## src/rtl/dpr_pkg.sv

```systemverilog
`timescale 1ns / 1ps

package dpr_pkg;

    localparam int WEIGHT_W = 16;
    localparam int IDX_W    = 6;

    typedef struct packed {
        logic busy;
        logic done;
    } t_div_stat;

endpackage

```

## src/rtl/dpr_if.sv

```systemverilog
`timescale 1ns / 1ps

interface dpr_in_if;
    import dpr_pkg::*;

    logic                valid;
    logic                ready;
    logic [WEIGHT_W-1:0] weight;
    logic                final_weight;

    modport source (output valid, output weight, output final_weight, input ready);
    modport sink   (input valid, input weight, input final_weight, output ready);
endinterface

interface dpr_out_if;
    import dpr_pkg::*;

    logic             valid;
    logic             ready;
    logic [IDX_W-1:0] particle_index;
    logic             final_index;
    logic             zero_total;

    modport source (output valid, output particle_index, output final_index,
                    output zero_total, input ready);
    modport sink   (input valid, input particle_index, input final_index,
                    input zero_total, output ready);
endinterface

```

## src/rtl/deterministic_particle_resampler.sv

```systemverilog
`timescale 1ns / 1ps

// channel  | dir | beat fields
// ---------+-----+-------------------------------------------
// i_wt     | in  | weight[15:0], final_weight
// o_res    | out | particle_index[5:0], final_index, zero_total
//
// loading takes one weight per cycle; the weights sit in a one-port-read ram
// the walk does per weight a ram read, a start step, the restoring divide, an emit
// step for each emitted index and a step to leave the emit state, and the fraction
// step; padding repeats the last index until as many indices as weights are out;
// an all-zero set emits a single zero_total beat
// i_wt.ready is low from the final weight until the walk is back in load, which
// it enters from the pad state (for an all-zero set, on the edge the zero-total beat
// enters the output register); a stalled o_res holds the walk
// synchronous active-low reset; no clearing pass, stored weights are unreset

module deterministic_particle_resampler #(
    parameter int MAX_PARTICLES = 64,
    parameter int FRAC_BITS     = 16
) (
    input  logic       i_clk,
    input  logic       i_rst_n,
    dpr_in_if.sink     i_wt,
    dpr_out_if.source  o_res
);
    import dpr_pkg::*;

    localparam int AW = $clog2(MAX_PARTICLES);
    localparam int CW = $clog2(MAX_PARTICLES + 1);
    localparam int TW = WEIGHT_W + AW;
    localparam int PW = WEIGHT_W + CW;
    localparam int QW = FRAC_BITS + CW;
    localparam logic [FRAC_BITS:0] HALF = (FRAC_BITS + 1)'(1) << (FRAC_BITS - 1);

    typedef enum logic [2:0] {
        S_LOAD,
        S_ZERO,
        S_READ,
        S_START,
        S_DIV,
        S_EMIT,
        S_FRAC,
        S_PAD
    } t_state;

    t_state             r_state;
    logic [CW-1:0]      r_count;
    logic [TW-1:0]      r_total;
    logic [FRAC_BITS:0] r_acc;
    logic [CW-1:0]      r_emitted;
    logic [AW-1:0]      r_idx;
    logic [CW-1:0]      r_whole;
    logic [FRAC_BITS-1:0] r_frac;
    logic               r_out_valid;
    logic [IDX_W-1:0]   r_out_idx;
    logic               r_out_fin;
    logic               r_out_zero;

    logic               in_acc;
    logic               room;
    logic [CW-1:0]      n_count;
    logic [TW-1:0]      n_total;
    logic               ram_we;
    logic [WEIGHT_W-1:0] ram_rdata;
    logic               slot;
    logic               left;
    logic               last_emit;
    logic               idx_last;
    logic [FRAC_BITS:0] acc_sum;
    logic               div_start;
    logic [PW-1:0]      prod;
    t_div_stat          div_stat;
    logic [QW-1:0]      quot;

    assign i_wt.ready = (r_state == S_LOAD);
    assign in_acc     = i_wt.valid && i_wt.ready;
    assign room       = r_count < CW'(MAX_PARTICLES);
    assign n_count    = room ? CW'(r_count + 1'b1) : r_count;
    assign n_total    = room ? TW'(r_total + TW'(i_wt.weight)) : r_total;
    assign ram_we     = in_acc && room;

    assign slot      = !r_out_valid || o_res.ready;
    assign left      = r_emitted < r_count;
    assign last_emit = CW'(r_emitted + 1'b1) == r_count;
    assign idx_last  = CW'(CW'(r_idx) + 1'b1) >= r_count;
    assign acc_sum   = r_acc + {1'b0, r_frac};

    assign div_start = (r_state == S_START);
    assign prod      = PW'(ram_rdata) * PW'(r_count);

    dpr_ram #(
        .WIDTH (WEIGHT_W),
        .DEPTH (MAX_PARTICLES)
    ) u_store (
        .i_clk   (i_clk),
        .i_we    (ram_we),
        .i_waddr (r_count[AW-1:0]),
        .i_wdata (i_wt.weight),
        .i_raddr (r_idx),
        .o_rdata (ram_rdata)
    );

    dpr_div #(
        .FRAC_BITS (FRAC_BITS),
        .CW        (CW),
        .TW        (TW),
        .PW        (PW)
    ) u_div (
        .i_clk   (i_clk),
        .i_rst_n (i_rst_n),
        .i_start (div_start),
        .i_prod  (prod),
        .i_total (r_total),
        .o_stat  (div_stat),
        .o_quot  (quot)
    );

    always_ff @(posedge i_clk) begin
        if (!i_rst_n) begin
            r_state     <= S_LOAD;
            r_count     <= '0;
            r_total     <= '0;
            r_acc       <= HALF;
            r_emitted   <= '0;
            r_idx       <= '0;
            r_whole     <= '0;
            r_out_valid <= 1'b0;
        end else begin
            if (r_out_valid && o_res.ready) begin
                r_out_valid <= 1'b0;
            end
            case (r_state)
                S_LOAD: begin
                    if (in_acc) begin
                        r_count <= n_count;
                        r_total <= n_total;
                        if (i_wt.final_weight) begin
                            r_idx     <= '0;
                            r_emitted <= '0;
                            r_acc     <= HALF;
                            r_state   <= (n_total == '0) ? S_ZERO : S_READ;
                        end
                    end
                end
                S_ZERO: begin
                    if (slot) begin
                        r_out_valid <= 1'b1;
                        r_out_idx   <= '0;
                        r_out_fin   <= 1'b1;
                        r_out_zero  <= 1'b1;
                        r_count     <= '0;
                        r_total     <= '0;
                        r_state     <= S_LOAD;
                    end
                end
                S_READ: begin
                    r_state <= S_START;
                end
                S_START: begin
                    r_state <= S_DIV;
                end
                S_DIV: begin
                    if (div_stat.done) begin
                        r_whole <= quot[QW-1:FRAC_BITS];
                        r_frac  <= quot[FRAC_BITS-1:0];
                        r_state <= S_EMIT;
                    end
                end
                S_EMIT: begin
                    if (r_whole == '0 || !left) begin
                        r_state <= S_FRAC;
                    end else if (slot) begin
                        r_out_valid <= 1'b1;
                        r_out_idx   <= IDX_W'(r_idx);
                        r_out_fin   <= last_emit;
                        r_out_zero  <= 1'b0;
                        r_emitted   <= CW'(r_emitted + 1'b1);
                        r_whole     <= CW'(r_whole - 1'b1);
                    end
                end
                S_FRAC: begin
                    if (!acc_sum[FRAC_BITS] || !left || slot) begin
                        if (acc_sum[FRAC_BITS] && left) begin
                            r_out_valid <= 1'b1;
                            r_out_idx   <= IDX_W'(r_idx);
                            r_out_fin   <= last_emit;
                            r_out_zero  <= 1'b0;
                            r_emitted   <= CW'(r_emitted + 1'b1);
                        end
                        r_acc <= {1'b0, acc_sum[FRAC_BITS-1:0]};
                        if (idx_last) begin
                            r_state <= S_PAD;
                        end else begin
                            r_idx   <= AW'(r_idx + 1'b1);
                            r_state <= S_READ;
                        end
                    end
                end
                S_PAD: begin
                    if (!left) begin
                        r_count   <= '0;
                        r_total   <= '0;
                        r_emitted <= '0;
                        r_acc     <= HALF;
                        r_state   <= S_LOAD;
                    end else if (slot) begin
                        // rounding shortfall, repeat the last index
                        r_out_valid <= 1'b1;
                        r_out_idx   <= IDX_W'(CW'(r_count - 1'b1));
                        r_out_fin   <= last_emit;
                        r_out_zero  <= 1'b0;
                        r_emitted   <= CW'(r_emitted + 1'b1);
                    end
                end
                default: begin
                    r_state <= S_LOAD;
                end
            endcase
        end
    end

    assign o_res.valid          = r_out_valid;
    assign o_res.particle_index = r_out_idx;
    assign o_res.final_index    = r_out_fin;
    assign o_res.zero_total     = r_out_zero;

    a_emit_bound: assert property (@(posedge i_clk) disable iff (!i_rst_n)
        r_emitted <= r_count)
        else $error("more indices emitted than weights loaded");

    a_div_idle_start: assert property (@(posedge i_clk) disable iff (!i_rst_n)
        div_start |-> !div_stat.busy)
        else $error("divider restarted while busy");

    a_zero_final: assert property (@(posedge i_clk) disable iff (!i_rst_n)
        o_res.valid && o_res.zero_total |-> o_res.final_index)
        else $error("zero-total beat not marked final");

    a_whole_bound: assert property (@(posedge i_clk) disable iff (!i_rst_n)
        r_state == S_EMIT |-> r_whole <= r_count)
        else $error("share exceeds set size");

endmodule

```

## src/rtl/dpr_ram.sv

```systemverilog
`timescale 1ns / 1ps

module dpr_ram #(
    parameter int WIDTH = 16,
    parameter int DEPTH = 64
) (
    input  logic                     i_clk,
    input  logic                     i_we,
    input  logic [$clog2(DEPTH)-1:0] i_waddr,
    input  logic [WIDTH-1:0]         i_wdata,
    input  logic [$clog2(DEPTH)-1:0] i_raddr,
    output logic [WIDTH-1:0]         o_rdata
);

    logic [WIDTH-1:0] r_mem [DEPTH];
    logic [WIDTH-1:0] r_rdata;

    always_ff @(posedge i_clk) begin
        if (i_we) begin
            r_mem[i_waddr] <= i_wdata;
        end
        r_rdata <= r_mem[i_raddr];
    end

    assign o_rdata = r_rdata;

endmodule

```

## src/rtl/dpr_div.sv

```systemverilog
`timescale 1ns / 1ps

module dpr_div #(
    parameter int FRAC_BITS = 16,
    parameter int CW        = 7,
    parameter int TW        = 22,
    parameter int PW        = 23
) (
    input  logic                      i_clk,
    input  logic                      i_rst_n,
    input  logic                      i_start,
    input  logic [PW-1:0]             i_prod,
    input  logic [TW-1:0]             i_total,
    output dpr_pkg::t_div_stat        o_stat,
    output logic [FRAC_BITS+CW-1:0]   o_quot
);
    import dpr_pkg::*;

    localparam int QW  = FRAC_BITS + CW;
    localparam int QCW = $clog2(QW + 1);

    logic [TW-1:0]  r_rem;
    logic [QW-1:0]  r_q;
    logic [QCW-1:0] r_cnt;
    logic           r_busy;
    logic           r_done;

    logic [TW:0]    rem2;
    logic           ge;

    // one quotient bit per cycle, restoring
    assign rem2 = {r_rem, r_q[QW-1]};
    assign ge   = rem2 >= {1'b0, i_total};

    always_ff @(posedge i_clk) begin
        if (!i_rst_n) begin
            r_busy <= 1'b0;
            r_done <= 1'b0;
            r_cnt  <= '0;
        end else begin
            r_done <= 1'b0;
            if (i_start) begin
                r_rem  <= TW'(i_prod >> CW);
                r_q    <= {i_prod[CW-1:0], {FRAC_BITS{1'b0}}};
                r_cnt  <= QCW'(QW);
                r_busy <= 1'b1;
            end else if (r_busy) begin
                r_rem <= ge ? TW'(rem2 - {1'b0, i_total}) : TW'(rem2);
                r_q   <= {r_q[QW-2:0], ge};
                r_cnt <= r_cnt - 1'b1;
                if (r_cnt == QCW'(1)) begin
                    r_busy <= 1'b0;
                    r_done <= 1'b1;
                end
            end
        end
    end

    assign o_stat.busy = r_busy;
    assign o_stat.done = r_done;
    assign o_quot      = r_q;

endmodule
```

## src/flat_wrapper.sv

```systemverilog
// flat-port wrapper written by rule: the top's interface ports become plain ports
module deterministic_particle_resampler_flat import dpr_pkg::*;
#(
    parameter int MAX_PARTICLES = 64,
    parameter int FRAC_BITS     = 16
)
  (i_clk, i_rst_n, i_wt_valid, i_wt_weight, i_wt_final_weight, i_wt_ready, o_res_valid, o_res_particle_index, o_res_final_index, o_res_zero_total, o_res_ready);
  dpr_in_if i_wt_i ();
  dpr_out_if o_res_i ();
  input  logic i_clk;
  input  logic i_rst_n;
  input wire logic [$bits(i_wt_i.valid)-1:0] i_wt_valid;
  input wire logic [$bits(i_wt_i.weight)-1:0] i_wt_weight;
  input wire logic [$bits(i_wt_i.final_weight)-1:0] i_wt_final_weight;
  output wire logic [$bits(i_wt_i.ready)-1:0] i_wt_ready;
  output wire logic [$bits(o_res_i.valid)-1:0] o_res_valid;
  output wire logic [$bits(o_res_i.particle_index)-1:0] o_res_particle_index;
  output wire logic [$bits(o_res_i.final_index)-1:0] o_res_final_index;
  output wire logic [$bits(o_res_i.zero_total)-1:0] o_res_zero_total;
  input wire logic [$bits(o_res_i.ready)-1:0] o_res_ready;
  assign i_wt_i.valid = i_wt_valid;
  assign i_wt_i.weight = i_wt_weight;
  assign i_wt_i.final_weight = i_wt_final_weight;
  assign i_wt_ready = i_wt_i.ready;
  assign o_res_valid = o_res_i.valid;
  assign o_res_particle_index = o_res_i.particle_index;
  assign o_res_final_index = o_res_i.final_index;
  assign o_res_zero_total = o_res_i.zero_total;
  assign o_res_i.ready = o_res_ready;
  deterministic_particle_resampler #(.MAX_PARTICLES(MAX_PARTICLES), .FRAC_BITS(FRAC_BITS)) u_core (.i_clk(i_clk), .i_rst_n(i_rst_n), .i_wt(i_wt_i), .o_res(o_res_i));
endmodule
```

## config.mk

```make
export PLATFORM = sky130hd
export DESIGN_NAME = deterministic_particle_resampler_flat
export DESIGN_NICKNAME = d
export VERILOG_FILES = /design/src/rtl/dpr_pkg.sv /design/src/rtl/dpr_if.sv /design/src/rtl/deterministic_particle_resampler.sv /design/src/rtl/dpr_ram.sv /design/src/rtl/dpr_div.sv /design/src/flat_wrapper.sv
export SDC_FILE = /design/constraint.sdc
export NUM_CORES = 2
export LEC_CHECK = 0
export BUFFER_PORTS_ARGS = -buffer_cell sky130_fd_sc_hd__clkbuf_2
export CAP_MARGIN = 40
export CORE_MARGIN = 4
export CORE_UTILIZATION = 40
export DETAILED_ROUTE_END_ITERATION = 8
export PLACE_DENSITY = 0.63
export SLEW_MARGIN = 30
export SYNTH_ARGS = -nofsm -noshare
export SYNTH_HDL_FRONTEND = slang
export SYNTH_HIERARCHICAL = 1
export SYNTH_SLANG_ARGS = --single-unit
```

## constraint.sdc

```tcl
create_clock -name i_clk -period 6 [get_ports i_clk]
set_input_delay 0.6 -clock i_clk [delete_from_list [all_inputs] [get_ports i_clk]]
set_output_delay 0.6 -clock i_clk [all_outputs]
set_load 0.01 [all_outputs]
```

==> flow_metrics.py <==
metrics = {
    "worst_setup_path": {
        "cp_slowest_cell": "fa_1",
        "required_ns": 6.44,
        "crit_path_max_incr_delay_ns": 0.55,
        "r2r.worst_path.cells": 19,
        "worstPathMaxFanout": 21,
        "crit_top_cell": "fa_1",
        "r2r_end": "u_core/u_div/r_rem[15]",
        "reg2reg_slack_ns": 0.45,
        "cp-start-kind": "flop",
        "path_cells": "buf_4 -> and2_1 -> fa_1 -> fa_1 -> fa_1 -> inv_1 -> fa_1 -> inv_1 -> ha_1 -> a21o_1 -> a21o_1 -> a31oi_1 -> nand2b_1 -> a311oi_1 -> a2111oi_2 -> a21oi_1 -> xnor2_1 -> nand2_1 -> o21ai_0",
        "r2r_start": "u_core/r_count[5]",
        "worst_ep_arrival_time_ns": 5.99,
        "endpoint_kind": "flop",
        "path_class": "flop to flop",
    },
    "pwr": {
        "powerDensity_nw_per_um2": 319,
        "finalPower_w": 0.0191,
        "p_leak_nw": 19.8,
        "ir_worst_vdd_uv": 298,
    },
    "cells_and_area": {
        "final_area_sq_um": 59900,
        "num-nets-final": 3709,
        "final_layout_size_suffix_gt1_share_pct": 17.6,
        "layout-area-overhead-vs-synth_pct": 12.0,
        "layout_common_cells": "edfxtp_1 (1093), mux4_2 (221), nor2_1 (171), nand2_1 (167), inv_1 (136)",
        "layout_commonest_cell": "edfxtp_1",
    },
    "timing": {
        "maxSlewViolCount": 0,
        "period_minus_slack_ns": 5.55,
        "fin_skew_ns": 0.0497,
        "fin_tns_setup_ns": 0,
        "worst_slew_pin_slew_ns": 1.10,
        "rsz0062_at_grt": "no",
        "slew_headroom_pct": 27.0,
        "max_freq_mhz": 180,
        "setup_viol": 0,
        "period_share_pct": 92.5,
        "finalHoldViolCount": 0,
    },
    "clock_network": {
        "cts-root-buf": "clkbuf_16",
        "clock_sinks": 1185,
        "cts_tree": "yes",
        "htreeDepth": 3,
        "clkTransAtPathRegs_ns": 0.06,
        "cts_buffer_depth": 3,
        "postCtsSetupBuffers": 0,
        "cts_made_buffers": 119,
        "insertion_delay_ns": 0.75,
    },
    "drt": {
        "dr.first_iter.drc_count": 2954,
        "antenna_left": 0,
        "via_count": 30200,
        "post-route-drc-count": 0,
        "drt-total-wl_mm": 132,
        "wl_per_cell_microns": 24.7,
        "drt-pass1-iter-count": 5,
        "drt-vias-per-instance": 5.64,
    },
    "place": {
        "gp_congestion": 0.900,
        "port_buffers": 30,
        "placed_cell_area_sq_um": 56000,
        "dp_hpwl_mm": 85.0,
    },
    "die": {
        "fp.coreArea_sq_um": 132000,
        "io_pins": 31,
        "die_h_microns": 374,
        "start_util_pct": 40.5,
        "die_x_microns": 374,
        "floorplan.die_area_sq_um": 140000,
        "rows": 133,
    },
    "worst_hold_path": {
        "min_path_type": "input port to flop",
        "whs_endpoint": "u_core/u_store/r_mem[61][12]",
        "min_path_cells": 1,
        "hold_start": "i_wt_weight[12]",
    },
    "global_route": {
        "grt_pass1_vias": 30100,
        "grt_pass1_wl_mm": 198,
        "antenna_found_initial": 6,
        "grt_usage_pct": 18.8,
        "grt.overflow.total": 0,
        "grt_max_degree": 115,
    },
    "job": {
        "max-cap-violations": 0,
    },
    "synth": {
        "syn_inst": 3371,
        "synth_fp_nets": 3581,
        "synthesis.area_sq_um": 53500,
        "yosysWarnings": 6,
        "avgSynthCellArea_sq_um": 15.9,
    },
    "outcome": {
        "outcome": "complete, no violations",
    },
}
-- final cells by class --
| cell class | count | area [sq um] |
|---|---|---|
| clock inverter | 59 | 588 |
| antenna | 1 | 2.50 |
| sequential | 1185 | 34700 |
| clock buffer | 160 | 3190 |
| multi-input combinational | 1883 | 17400 |
| tap | 1755 | 2200 |
| fill | 11500 | 72300 |
| inverter | 137 | 514 |
| timing repair buffer | 173 | 1300 |
-- worst max-delay path, delay by kind of cell, from the launching register on --
kind	cells	cell delay (ns)
AND/OR/NAND/NOR	3	0.44
adder cells (fa/ha/maj)	5	2.37
AO/OA/AOI/OAI	7	1.46
flip-flops	1	0.48
XOR/XNOR	1	0.14
buffers and inverters	3	0.36
-- per-stage QoR --
stage	cells	utilization, %	hold WS [ns]	setup slack [ns]
6_report	5353	45.3	0.311	0.448
5_1_grt	5352	45.3	0.260	0.0700
4_1_cts	5344	45.3	0.252	0.321
3_5_place_dp	5125	42.4	0.426	0.347
3_3_place_gp	5122	42.4	0.427	0.438
2_1_floorplan	3371	-	0.418	0.0399
-- routing by layer --
layer	part of all wire (%)	wire length [microns]	vias to the layer above	track usage, %
met2	48	63000	972	30.5
met3	6.4	8460	169	3.21
met1	43	57400	15600	26.4
li1	-	-	13400	-
met5	0	0	-	0
met4	2.6	3510	0	4.96
-- how the worst max path moves through the flow --
stage / from / end / slack, ns / cells after the start
after floorplan: u_core/r_count[6] / u_core/u_div/r_rem[15] / 0.04 / 23
after global placement: u_core/r_count[4] / u_core/u_div/r_rem[14] / 0.44 / 19
after detailed placement: u_core/r_count[4] / u_core/u_div/r_rem[14] / 0.35 / 19
after CTS: u_core/r_count[4] / u_core/u_div/r_rem[14] / 0.32 / 19
after global routing: u_core/r_count[5] / u_core/u_div/r_rem[15] / 0.07 / 19
final: u_core/r_count[5] / u_core/u_div/r_rem[15] / 0.45 / 19
-- where the power goes --
part	internal [W]	leakage (nW)	total (W)	switching, W
Clock	0.00402	1.82	0.00717	0.00315
Sequential	0.00926	10.6	0.00948	0.000219
Combinational	0.000892	7.35	0.00245	0.00156
-- flip-flops by register name (all words and copies together), names as in the netlist, 3 cells and up --
signal,cells
u_core/o_res.particle_index,6
u_core/r_acc,16
u_core/r_count,7
u_core/r_emitted,7
u_core/r_frac,16
u_core/r_idx,6
u_core/r_state,3
u_core/r_total,22
u_core/r_whole,7
u_core/u_div/o_quot,23
u_core/u_div/r_cnt,5
u_core/u_div/r_rem,22
u_core/u_store/o_rdata,16
u_core/u_store/r_mem,1024
-- timing repair --
item,4_1_cts,5_1_grt
resized for setup,0,2
hold buffers,0,0
endpoints found under the setup margin,0,1
Power figures use the tool's default switching activity.
